===== config.mk =====
export PLATFORM = sky130hd
export DESIGN_NAME = zigzag_rail_transposer
export DESIGN_NICKNAME = d
export VERILOG_FILES = /design/src/rtl/zrt_pkg.sv /design/src/rtl/zrt_buffer.sv /design/src/rtl/zrt_sequencer.sv /design/src/rtl/zrt_out_queue.sv /design/src/rtl/zigzag_rail_transposer.sv
export SDC_FILE = /design/constraint.sdc
export NUM_CORES = 1
export LEC_CHECK = 0
export BUFFER_PORTS_ARGS = -buffer_cell sky130_fd_sc_hd__buf_2
export CAP_MARGIN = 20
export CORE_ASPECT_RATIO = 2
export CORE_UTILIZATION = 65
export DETAILED_ROUTE_END_ITERATION = 12
export GPL_ROUTABILITY_DRIVEN = 0
export PLACE_DENSITY = 0.82
export SKIP_CTS_REPAIR_TIMING = 1
export SLEW_MARGIN = 10
export SYNTH_ARGS = -nofsm -noshare
export SYNTH_HDL_FRONTEND = slang
export SYNTH_SLANG_ARGS = --single-unit

===== constraint.sdc =====
create_clock -name clk_i -period 6.6 [get_ports clk_i]
set_clock_uncertainty 0.15 [all_clocks]
set_input_delay 0.33 -clock clk_i [delete_from_list [all_inputs] [get_ports clk_i]]
set_output_delay 0.33 -clock clk_i [all_outputs]
set_load 0.02 [all_outputs]

===== src/rtl/zrt_pkg.sv =====
// ----------------------------------------------------------------------------
// zrt_pkg
// Shared types and constants for the zigzag rail transposer.
// ----------------------------------------------------------------------------
package zrt_pkg;

  localparam int unsigned MaxLen = 64;
  localparam int unsigned RowsW  = 7;
  localparam int unsigned CharW  = 8;

  typedef struct packed {
    logic [CharW-1:0] char_in;
    logic             last_in;
  } zrt_in_t;

  typedef struct packed {
    logic [CharW-1:0] char_out;
    logic             last_out;
    logic             overflow;
  } zrt_out_t;

  // attributes of a read in flight; the byte itself comes from the buffer
  typedef struct packed {
    logic valid;
    logic last;
    logic ovf;
  } zrt_tag_t;

  typedef enum logic {
    ST_LOAD,
    ST_EMIT
  } zrt_state_e;

endpackage


===== src/rtl/zrt_buffer.sv =====
// ----------------------------------------------------------------------------
// zrt_buffer
// Message byte store: one write port, one read port, registered read data.
// ----------------------------------------------------------------------------
module zrt_buffer #(
  parameter int unsigned MAX_LEN = zrt_pkg::MaxLen
) (
  input  logic                             clk_i,
  input  logic                             wr_en_i,
  input  logic [$clog2(MAX_LEN)-1:0]       wr_addr_i,
  input  logic [zrt_pkg::CharW-1:0]        wr_data_i,
  input  logic                             rd_en_i,
  input  logic [$clog2(MAX_LEN)-1:0]       rd_addr_i,
  output logic [zrt_pkg::CharW-1:0]        rd_data_o
);

  logic [zrt_pkg::CharW-1:0] mem_q [MAX_LEN];
  logic [zrt_pkg::CharW-1:0] rdata_q;

  always_ff @(posedge clk_i) begin
    if (wr_en_i) begin
      mem_q[wr_addr_i] <= wr_data_i;
    end
  end

  always_ff @(posedge clk_i) begin
    if (rd_en_i) begin
      rdata_q <= mem_q[rd_addr_i];
    end
  end

  assign rd_data_o = rdata_q;

endmodule


===== src/rtl/zrt_sequencer.sv =====
// ----------------------------------------------------------------------------
// zrt_sequencer
// Load/emit control: stores incoming bytes, then walks the buffer in rail
// order issuing one read per cycle when the output side has room.
// ----------------------------------------------------------------------------
module zrt_sequencer #(
  parameter int unsigned MAX_LEN = zrt_pkg::MaxLen
) (
  input  logic                             clk_i,
  input  logic                             rst_ni,
  input  logic                             in_valid_i,
  output logic                             in_stall_o,
  input  zrt_pkg::zrt_in_t                 in_data_i,
  input  logic                             cfg_valid_i,
  output logic                             cfg_ready_o,
  input  logic [zrt_pkg::RowsW-1:0]        cfg_data_i,
  output logic                             wr_en_o,
  output logic [$clog2(MAX_LEN)-1:0]       wr_addr_o,
  output logic [zrt_pkg::CharW-1:0]        wr_data_o,
  output logic                             rd_en_o,
  output logic [$clog2(MAX_LEN)-1:0]       rd_addr_o,
  output zrt_pkg::zrt_tag_t                tag_o,
  input  logic                             credit_ok_i
);

  localparam int unsigned AW = $clog2(MAX_LEN);
  localparam int unsigned CW = $clog2(MAX_LEN + 1);
  // index arithmetic: base + period stays below 3 * MAX_LEN
  localparam int unsigned IW = (CW + 2 > 8) ? CW + 2 : 8;
  localparam int unsigned RW = zrt_pkg::RowsW;

  zrt_pkg::zrt_state_e state_q, state_d;

  logic [RW-1:0] num_rows_q;
  logic [CW-1:0] count_q, count_d;
  logic          dropped_q, dropped_d;
  logic [CW-1:0] len_q, len_d;
  logic [RW-1:0] rails_q, rails_d;
  logic [IW-1:0] period_q, period_d;
  logic [RW-1:0] rail_q, rail_d;
  logic [IW-1:0] base_q, base_d;
  logic          phase_q, phase_d;
  logic [CW-1:0] sent_q, sent_d;

  logic          accept;
  logic          has_room;
  logic [CW-1:0] new_len;
  logic [IW-1:0] new_len_x;
  logic [IW-1:0] rows_x;
  logic          passthru;
  logic [IW-1:0] rail_x;
  logic [IW-1:0] len_x;
  logic [IW-1:0] idx_fwd;
  logic [IW-1:0] idx_alt;
  logic [IW-1:0] base_nxt;
  logic [IW-1:0] idx_nxt;
  logic          mid_rail;
  logic          last_rd;

  assign cfg_ready_o = 1'b1;
  assign in_stall_o  = (state_q != zrt_pkg::ST_LOAD);
  assign accept      = in_valid_i && !in_stall_o;
  assign has_room    = (count_q < CW'(MAX_LEN));

  assign wr_en_o   = accept && has_room;
  assign wr_addr_o = count_q[AW-1:0];
  assign wr_data_o = in_data_i.char_in;

  assign new_len   = has_room ? count_q + CW'(1) : count_q;
  assign new_len_x = IW'(new_len);
  assign rows_x    = IW'(num_rows_q);
  assign passthru  = (num_rows_q <= RW'(1)) || (rows_x >= new_len_x);

  assign rail_x   = IW'(rail_q);
  assign len_x    = IW'(len_q);
  assign idx_fwd  = base_q + rail_x;
  assign idx_alt  = base_q + period_q - rail_x;
  assign base_nxt = base_q + period_q;
  assign idx_nxt  = base_nxt + rail_x;
  assign mid_rail = (rail_q != '0) && (rail_q != rails_q - RW'(1));
  assign last_rd  = (sent_q == len_q - CW'(1));

  assign rd_addr_o = phase_q ? idx_alt[AW-1:0] : idx_fwd[AW-1:0];

  always_comb begin
    state_d   = state_q;
    count_d   = count_q;
    dropped_d = dropped_q;
    len_d     = len_q;
    rails_d   = rails_q;
    period_d  = period_q;
    rail_d    = rail_q;
    base_d    = base_q;
    phase_d   = phase_q;
    sent_d    = sent_q;
    rd_en_o   = 1'b0;
    tag_o     = '0;
    case (state_q)
      zrt_pkg::ST_LOAD: begin
        if (accept) begin
          count_d   = new_len;
          dropped_d = dropped_q || !has_room;
          if (in_data_i.last_in) begin
            state_d = zrt_pkg::ST_EMIT;
            len_d   = new_len;
            rail_d  = '0;
            base_d  = '0;
            phase_d = 1'b0;
            sent_d  = '0;
            // one rail stepping by one gives the message unchanged
            if (passthru) begin
              rails_d  = RW'(1);
              period_d = IW'(1);
            end else begin
              rails_d  = num_rows_q;
              period_d = IW'({num_rows_q - RW'(1), 1'b0});
            end
          end
        end
      end
      zrt_pkg::ST_EMIT: begin
        if (credit_ok_i) begin
          rd_en_o   = 1'b1;
          tag_o     = '{valid: 1'b1, last: last_rd, ovf: dropped_q};
          sent_d    = sent_q + CW'(1);
          if (!phase_q && mid_rail && (idx_alt < len_x)) begin
            phase_d = 1'b1;
          end else if (idx_nxt < len_x) begin
            phase_d = 1'b0;
            base_d  = base_nxt;
          end else begin
            phase_d = 1'b0;
            base_d  = '0;
            rail_d  = rail_q + RW'(1);
          end
          if (last_rd) begin
            state_d   = zrt_pkg::ST_LOAD;
            count_d   = '0;
            dropped_d = 1'b0;
          end
        end
      end
      default: begin
        state_d = zrt_pkg::ST_LOAD;
      end
    endcase
  end

  always_ff @(posedge clk_i or negedge rst_ni) begin
    if (!rst_ni) begin
      state_q    <= zrt_pkg::ST_LOAD;
      num_rows_q <= RW'(1);
      count_q    <= '0;
      dropped_q  <= 1'b0;
    end else begin
      state_q   <= state_d;
      count_q   <= count_d;
      dropped_q <= dropped_d;
      if (cfg_valid_i && cfg_ready_o) begin
        num_rows_q <= cfg_data_i;
      end
    end
  end

  always_ff @(posedge clk_i) begin
    len_q    <= len_d;
    rails_q  <= rails_d;
    period_q <= period_d;
    rail_q   <= rail_d;
    base_q   <= base_d;
    phase_q  <= phase_d;
    sent_q   <= sent_d;
  end

endmodule


===== src/rtl/zrt_out_queue.sv =====
// ----------------------------------------------------------------------------
// zrt_out_queue
// Two-entry result queue behind the buffer read; grants a read only when
// the result it returns is sure to find a slot.
// ----------------------------------------------------------------------------
module zrt_out_queue (
  input  logic                        clk_i,
  input  logic                        rst_ni,
  input  zrt_pkg::zrt_tag_t           tag_i,
  input  logic [zrt_pkg::CharW-1:0]   rd_data_i,
  output logic                        credit_ok_o,
  output logic                        out_valid_o,
  input  logic                        out_stall_i,
  output zrt_pkg::zrt_out_t           out_data_o
);

  zrt_pkg::zrt_tag_t pend_q;
  logic [1:0]        cnt_q, cnt_d;
  zrt_pkg::zrt_out_t slot0_q, slot0_d;
  zrt_pkg::zrt_out_t slot1_q, slot1_d;
  zrt_pkg::zrt_out_t entry;
  logic              pop;
  logic [1:0]        cnt_after;

  assign pop         = (cnt_q != 2'd0) && !out_stall_i;
  assign cnt_after   = cnt_q - {1'b0, pop};
  assign credit_ok_o = (cnt_after + {1'b0, pend_q.valid}) < 2'd2;
  assign entry       = '{char_out: rd_data_i, last_out: pend_q.last, overflow: pend_q.ovf};

  always_comb begin
    slot0_d = slot0_q;
    slot1_d = slot1_q;
    if (pop) begin
      slot0_d = slot1_q;
    end
    if (pend_q.valid) begin
      if (cnt_after == 2'd0) begin
        slot0_d = entry;
      end else begin
        slot1_d = entry;
      end
    end
    cnt_d = cnt_after + {1'b0, pend_q.valid};
  end

  always_ff @(posedge clk_i or negedge rst_ni) begin
    if (!rst_ni) begin
      pend_q <= '0;
      cnt_q  <= 2'd0;
    end else begin
      pend_q <= tag_i;
      cnt_q  <= cnt_d;
    end
  end

  always_ff @(posedge clk_i) begin
    slot0_q <= slot0_d;
    slot1_q <= slot1_d;
  end

  assign out_valid_o = (cnt_q != 2'd0);
  assign out_data_o  = slot0_q;

endmodule


===== src/rtl/zigzag_rail_transposer.sv =====
// ----------------------------------------------------------------------------
// zigzag_rail_transposer
// Buffers one message and emits it in rail fence (zigzag) order.
//
//   channel | dir | handshake          | payload
//   --------+-----+--------------------+--------------------------------
//   in      | in  | in_valid_i/stall_o | zrt_in_t  (char_in, last_in)
//   out     | out | out_valid_o/stall_i| zrt_out_t (char_out, last_out,
//           |     |                    |            overflow)
//   cfg     | in  | cfg_valid_i/ready_o| num_rows, 7 bits
//
// Loading takes one byte per cycle. After the last byte, input stalls while
// the sequencer issues one buffer read per cycle when the output queue has
// room; each result passes the buffer's read register, then a queue slot.
// The single-port read into a two-entry queue sets the emit rate; output
// stalls hold back reads, never drop them. Input resumes once every read of
// the message is issued. Reset clears control only; the buffer needs no clear.
// ----------------------------------------------------------------------------
module zigzag_rail_transposer #(
  parameter int unsigned MAX_LEN = zrt_pkg::MaxLen
) (
  input  logic                        clk_i,
  input  logic                        rst_ni,
  input  logic                        in_valid_i,
  output logic                        in_stall_o,
  input  zrt_pkg::zrt_in_t            in_data_i,
  output logic                        out_valid_o,
  input  logic                        out_stall_i,
  output zrt_pkg::zrt_out_t           out_data_o,
  input  logic                        cfg_valid_i,
  output logic                        cfg_ready_o,
  input  logic [zrt_pkg::RowsW-1:0]   cfg_data_i
);

  localparam int unsigned AW = $clog2(MAX_LEN);

  logic                       wr_en;
  logic [AW-1:0]              wr_addr;
  logic [zrt_pkg::CharW-1:0]  wr_data;
  logic                       rd_en;
  logic [AW-1:0]              rd_addr;
  logic [zrt_pkg::CharW-1:0]  rd_data;
  zrt_pkg::zrt_tag_t          tag;
  logic                       credit_ok;

  zrt_sequencer #(
    .MAX_LEN (MAX_LEN)
  ) u_seq (
    .clk_i       (clk_i),
    .rst_ni      (rst_ni),
    .in_valid_i  (in_valid_i),
    .in_stall_o  (in_stall_o),
    .in_data_i   (in_data_i),
    .cfg_valid_i (cfg_valid_i),
    .cfg_ready_o (cfg_ready_o),
    .cfg_data_i  (cfg_data_i),
    .wr_en_o     (wr_en),
    .wr_addr_o   (wr_addr),
    .wr_data_o   (wr_data),
    .rd_en_o     (rd_en),
    .rd_addr_o   (rd_addr),
    .tag_o       (tag),
    .credit_ok_i (credit_ok)
  );

  zrt_buffer #(
    .MAX_LEN (MAX_LEN)
  ) u_buf (
    .clk_i     (clk_i),
    .wr_en_i   (wr_en),
    .wr_addr_i (wr_addr),
    .wr_data_i (wr_data),
    .rd_en_i   (rd_en),
    .rd_addr_i (rd_addr),
    .rd_data_o (rd_data)
  );

  zrt_out_queue u_oq (
    .clk_i       (clk_i),
    .rst_ni      (rst_ni),
    .tag_i       (tag),
    .rd_data_i   (rd_data),
    .credit_ok_o (credit_ok),
    .out_valid_o (out_valid_o),
    .out_stall_i (out_stall_i),
    .out_data_o  (out_data_o)
  );

endmodule


# After elaboration in Yosys (flattened, before gate mapping)

Memories as Yosys holds them, arrays and structs flattened. A register that Yosys moved wholly into a read port is not among the register bits.
Index checks and enable logic that the tools add are counted.

Reductions and logical operators: 21
$add $sub $neg: 12
Equal/unequal tests: 8
$lt $le $gt $ge: 6
Bitwise gates (word level): 2
Mux-type cells: 44

Operator list:

| operator                                                                          | number |
|---|---|
| 7-bit two-way mux                                                                 | 10 |
| 9-bit two-way mux                                                                 | 5 |
| 7-bit case mux with 2 select lines                                                | 3 |
| 10-bit two-way mux                                                                | 3 |
| 7-bit by 1-bit adder with 7-bit output (second input constant)                    | 3 |
| 7-bit by 1-bit subtractor with 7-bit output (second input constant)               | 3 |
| 9-bit by 7-bit < comparator with 1-bit output                                     | 2 |
| 9-bit case mux with 2 select lines                                                | 1 |
| 1-bit two-way mux                                                                 | 16 |
| 2-bit != test (second input constant)                                             | 5 |
| 9-bit by 7-bit adder with 9-bit output                                            | 1 |
| 9-bit adder                                                                       | 1 |
| 3-bit AND reduction                                                               | 3 |
| 9-bit by 7-bit subtractor with 9-bit output                                       | 1 |
| 7-bit == test                                                                     | 1 |
| 7-bit >= comparator                                                               | 1 |
| 7-bit by 1-bit less-or-equal comparator with 1-bit output (second input constant) | 1 |
| 7-bit < comparator (second input constant)                                        | 1 |
| 7-bit != test                                                                     | 1 |
| 7-bit nonzero test                                                                | 1 |
| 6-bit adder                                                                       | 1 |
| 1-bit logical AND                                                                 | 6 |
| 3-bit two-way mux                                                                 | 2 |
| 6-bit two-way mux                                                                 | 1 |
| 13 further kinds                                                                  | 20 |

Logic and storage cells: 116
Input bits: 21
Memories kept: 1
RAM bits: 512
Bits in registers: 88
Output and inout bits: 13

Memories:

| memory      | words | width | read ports | clocked after memory_dff | write ports | RTL line         | text |
|---|---|---|---|---|---|---|---|
| u_buf.mem_q | 64    | 8     | 1          | 1                        | 1           | zrt_buffer.sv:17 | `logic [zrt_pkg::CharW-1:0] mem_q [MAX_LEN];` |

# Logic depth before layout (Yosys ltp)

Word-level depth: 8
Gate-level depth with buffers: 19
Mapped depth without buffers: 19

# By module

Synthesis repeated with hierarchy kept, for this count alone.

Cells, all modules: 1513
Area total of the unflattened synthesis: 25997.4 um^2

By module, submodules not included:

| module        | area an instance (um^2) | times used | cells an instance | seq. area each (um^2) |
|---|---|---|---|---|
| zrt_buffer    | 20246.9                 | 1          | 940               | 15615.0 |
| zrt_sequencer | 4828.4                  | 1          | 492               | 1783.0 |
| zrt_out_queue | 922.1                   | 1          | 81                | 625.6 |

# Least setup slack after synthesis

OpenSTA, ideal clock, no wires.

Kind: register to register
From: register u_seq.base_q[0]
To: register u_seq.rail_q[0], enable pin
Data required time: 6.178 ns
Buffers on the path: 0
Period minus slack after synthesis: 4.545 ns
Arrival time: 4.123 ns
Library setup time: 0.272 ns
Setup slack: 2.055 ns
Stages on the path, launching flop included: 18
Cell sequence: edfxtp_1 -> ha_1 -> fa_1 -> fa_1 -> nor2b_1 -> o21ai_1 -> nand2b_1 -> a21o_1 -> a21oi_1 -> xor2_1 -> ha_1 -> a211oi_1 -> nand2_1 -> a311oi_1 -> o211ai_1 -> a2111oi_4 -> a21oi_2 -> and2_1

Word-level cells in the longest chain between the ends: 6
Elaborated cells between the ends (all ways): 9
Those cells by class: add/sub (3); order compare (2); eq/ne (2); reduce/logical (2)

RTL lines:

| what                                          | RTL line             | text |
|---|---|---|
| start, declared                               | zrt_sequencer.sv:41  | `logic [IW-1:0] base_q, base_d;` |
| start signal, assigned                        | zrt_sequencer.sv:170 | `base_q <= base_d;` |
| 9-bit adder *                                 | zrt_sequencer.sv:78  | `assign base_nxt = base_q + period_q;` |
| via u_seq.base_nxt[1]                         | zrt_sequencer.sv:55  | `logic [IW-1:0] base_nxt;` |
| 9-bit by 7-bit subtractor with 9-bit output   | zrt_sequencer.sv:77  | `assign idx_alt = base_q + period_q - rail_x;` |
| 9-bit by 7-bit < comparator with 1-bit output | zrt_sequencer.sv:126 | `if (!phase_q && mid_rail && (idx_alt < len_x)) begin` |
| 1-bit logical AND                             | zrt_sequencer.sv:126 |  |
| 2-bit != test (no source line)                | n/a                  |  |
| 5-bit AND reduction (no source line) *        | n/a                  |  |
| end signal, assigned                          | zrt_sequencer.sv:169 | `rail_q <= rail_d;` |
| end, declared                                 | zrt_sequencer.sv:40  | `logic [RW-1:0] rail_q, rail_d;` |

Mark *: on every way through the listed nets, which the timed path passes. The rest lies on a longest branch.
A chain may end at the register's enable or synchronous reset.

# Final worst setup path

Same ends and word-level chain as after synthesis.

==> flow_summary.json <==
{
  "run_status": "complete, but fails checks",
  "violated_checks": "hold timing",
  "drt-total-wl_um": 59200,
  "core_footprint_um2": 39600,
  "clk_pin_slew_worst_paths_ns": 0.08,
  "hold_violations": 6,
  "min_tclk_post_route_ns": 5.17,
  "synthToLayoutAreaGrowth_pct": 9.68,
  "fp.dieW_um": 144,
  "class_of_the_tightest_hold_or_removal_check": "primary input to register",
  "final-max-slew-violation-count": 0,
  "max_slew.worst_pin.slew_ns": 1.03,
  "clockRootBuffer": "clkbuf_16",
  "antenna_violating_nets_post_route": 0,
  "synth_compound_gate_area_share_pct": 2.73,
  "average_size_of_a_mapped_cell_um2": 17.5,
  "drt_first_pass_iters": 5,
  "synth_seq_cells": 607,
  "synth_fa_ha_area_share_pct": 2.99,
  "simple_gate_share_of_the_synthesized_area_pct": 5.30,
  "synth_fp_nets": 1571,
  "viasPerCell": 6.51,
  "rsz_0062_raised_after_global_routing": "no",
  "num_antenna_cells": 0,
  "maxCapViolations": 0,
  "mappedNetlistArea_um2": 26100,
  "post_dr_wirelength_cell_um": 28.3,
  "worstSetupEndpointType": "register",
  "post_synthesis_mux_area_share_pct": 15.8,
  "floorplan.initialDensity_pct": 66.0,
  "synth-seq-area-share_pct": 69.0,
  "detailedRoute.firstIterationViolations": 956,
  "synth_edf_count": 576,
  "clock_tree.buffer_depth": 3,
  "crit_fanout": 10,
  "synth.distinct_cells": 67,
  "row_count": 103,
  "ctsHtreeMaxLevel": 2,
  "synth_xor_area_share_pct": 2.11,
  "global_route.usage.total_pct": 30.7,
  "io_port_bufs": 32,
  "setup_viol_count_final": 0,
  "drc": 0,
  "setup_tns_ns": 0,
  "post-route-worst-setup-slack_ns": 1.43,
  "numCtsBuffers": 48,
  "place.detailed.hpwl_um": 37400,
  "timing.setup.critical_path_class": "register to register",
  "clock_latency_reported_for_the_late_side_of_the_worst_skew_pair_ns": 0.58,
  "fin_crit_sh_pct": 78.4,
  "grt_max_degree": 117,
  "worstSetupStartpointType": "register",
  "antenna_found_initial": 0,
  "via_count": 13600,
  "timing.max_slew.rel_slack_pct": 30.9,
  "synth_top_family_by_area": "multiplexers",
  "worstPathRequired_ns": 6.74,
  "die_h_um": 285,
  "top_ports": 34,
  "utilization_pct": 72.4,
  "worst_hold_slack_after_final_layout_ns": -0.0481,
  "clock_sinks": 607,
  "fin_nets": 1613,
  "ys_dominant_reg_cell": "edfxtp_1",
  "proportion_of_layout_cells_with_a_drive_suffix_above_1_pct": 17.6,
  "globalRoute.totalOverflow": 0,
  "fmaxAchievable_mhz": 193,
  "synth_cells": 1490,
  "grt_pass1_wl_um": 88100,
  "placement.setup.worst_slack_ns": 1.47,
  "grt_pass1_vias": 14300,
  "fp.dieArea_um2": 41000,
  "crit_arrival_ns": 5.32,
  "yosys_warning_count": 0,
  "asyncSetResetFlopFracSynth_pct": 3.46,
  "tritoncts": "done"
}
per-layer routing:
layer	GRT usage, %	up-vias	share of wire [%]	wire length (um)
li1	-	5889	-	-
met1	32.6	6953	32	19000
met2	53.6	588	53	31500
met3	5.58	206	6.3	3710
met4	22.7	0	8.4	4980
met5	0	-	0	0
cells in the mapped netlist (3+ instances only):
master,number,area share [%]
inv_1,47,0.68
a31oi_1,12,0.29
nor2b_1,16,0.38
and3_1,5,0.12
or2_2,3,0.072
edfxtp_1,576,66
ha_1,56,2.7
o211ai_1,4,0.12
mux2i_1,125,4.8
xnor2_1,43,1.4
nor3_1,17,0.33
dfrtp_1,20,1.9
buf_4,12,0.35
a211oi_1,4,0.12
nand3b_1,4,0.12
and2_1,12,0.29
a21oi_2,5,0.17
nand2_1,57,0.82
o21bai_1,3,0.086
buf_2,27,0.52
nand4b_1,3,0.10
nand2b_1,9,0.22
fa_1,4,0.31
o21ai_1,4,0.077
or3_1,4,0.096
and4_1,3,0.10
a21o_1,12,0.35
mux4_2,128,11
o21ai_0,20,0.38
a21oi_1,22,0.42
nor2_1,124,1.8
buf_1,4,0.058
dfxtp_1,10,0.77
clkbuf_1,20,0.29
xor2_1,20,0.67
nand3_1,17,0.33
sequential cells by signal, summed over array words and instances (netlist names), 2 cells and up:
name              count
u_buf.mem_q         512
u_seq.rail_q          7
u_oq.entry            2
u_oq.cnt_q            2
u_buf.rd_data_o       8
u_oq.slot1_q         10
u_oq.out_data_o      10
u_seq.rails_q         7
u_seq.base_q          9
u_seq.period_q        8
u_seq.num_rows_q      7
u_seq.len_q           7
u_seq.sent_q          7
u_seq.count_q         7
logic make-up (layout without fill, tap and decap cells):
kind of cell,Yosys count,after routing
DFF,607,607
and+or+nand+nor,291,291
muxes,253,253
buffers and inverters,112,193
AOI/OAI and AO/OA,103,103
xor gates and xnor gates,63,63
adders and majority gates,60,60
other,1,1
path summary, 6_finish.rpt:
path	to	start	cells past startpoint	slack (ns)
setup / recovery	u_seq.rail_q[0]	u_seq.base_q[0]	18	1.43
setup reg to reg	u_seq.rail_q[0]	u_seq.base_q[0]	18	1.43
min in group asynchronous	u_seq.num_rows_q[6]	rst_ni	2	0.15
max in group asynchronous	u_seq.dropped_q	rst_ni	2	5.75
hold reg to reg	u_oq.out_data_o[1]	u_oq.out_data_o[1]	2	0.32
hold / removal	u_seq.num_rows_q[6]	cfg_valid_i	2	-0.05
metrics by stage:
| step | instances | area [um2] |
|---|---|---|
| floorplan | 1490 | 26100 |
| global placement | 1990 | 26700 |
| detailed placement | 1990 | 26700 |
| CTS | 2079 | 28400 |
| global route | 2096 | 28600 |
| finish | 2096 | 28600 |
layout by cell type, fill, tap and decap left out, types with 7 or more instances in the layout:
| master | count |
|---|---|
| edfxtp_1 | 576 |
| mux4_2 | 128 |
| nor2_1 | 124 |
| mux2i_1 | 122 |
| nand2_1 | 57 |
| ha_1 | 56 |
| clkbuf_16 | 49 |
| inv_1 | 47 |
| xnor2_1 | 43 |
| buf_2 | 30 |
| a21oi_1 | 21 |
| xor2_1 | 20 |
| o21ai_0 | 20 |
| dfrtp_1 | 20 |
| nand3_1 | 17 |
| nor3_1 | 17 |
| nor2b_1 | 16 |
| a31oi_1 | 12 |
| a21o_1 | 12 |
| and2_1 | 12 |
| clkinv_2 | 11 |
| dlygate4sd3_1 | 11 |
| dfxtp_1 | 10 |
| nand2b_1 | 9 |
| bufinv_16 | 9 |
| buf_12 | 9 |
| clkinv_1 | 7 |
| buf_4 | 7 |
layout make-up:
type	instances	area (um2)
Sequential cell	607	18000
Fill cell	2348	10900
Multi-Input combinational cell	771	7610
Clock buffer	53	1240
Tap cell	525	657
Timing Repair Buffer	57	493
Clock inverter	36	424
Inverter	47	176
worst max-delay path, cell delays in order (launching register included):
cell       delay (ns)
edfxtp_1         0.40
ha_1             0.25
fa_1             0.41
a21o_1           0.23
a21oi_1          0.18
xnor2_1          0.16
ha_1             0.40
inv_1            0.09
a21o_1           0.16
a21oi_1          0.19
xor2_1           0.21
ha_1             0.27
a211oi_1         0.25
nand2_1          0.08
a311oi_1         0.36
o211ai_1         0.20
a2111oi_4        0.41
a21oi_2          0.19
and2_1           0.32
Power is not shown: default switching activity piles up to over one toggle a cycle in this logic, so the estimate is an artifact.
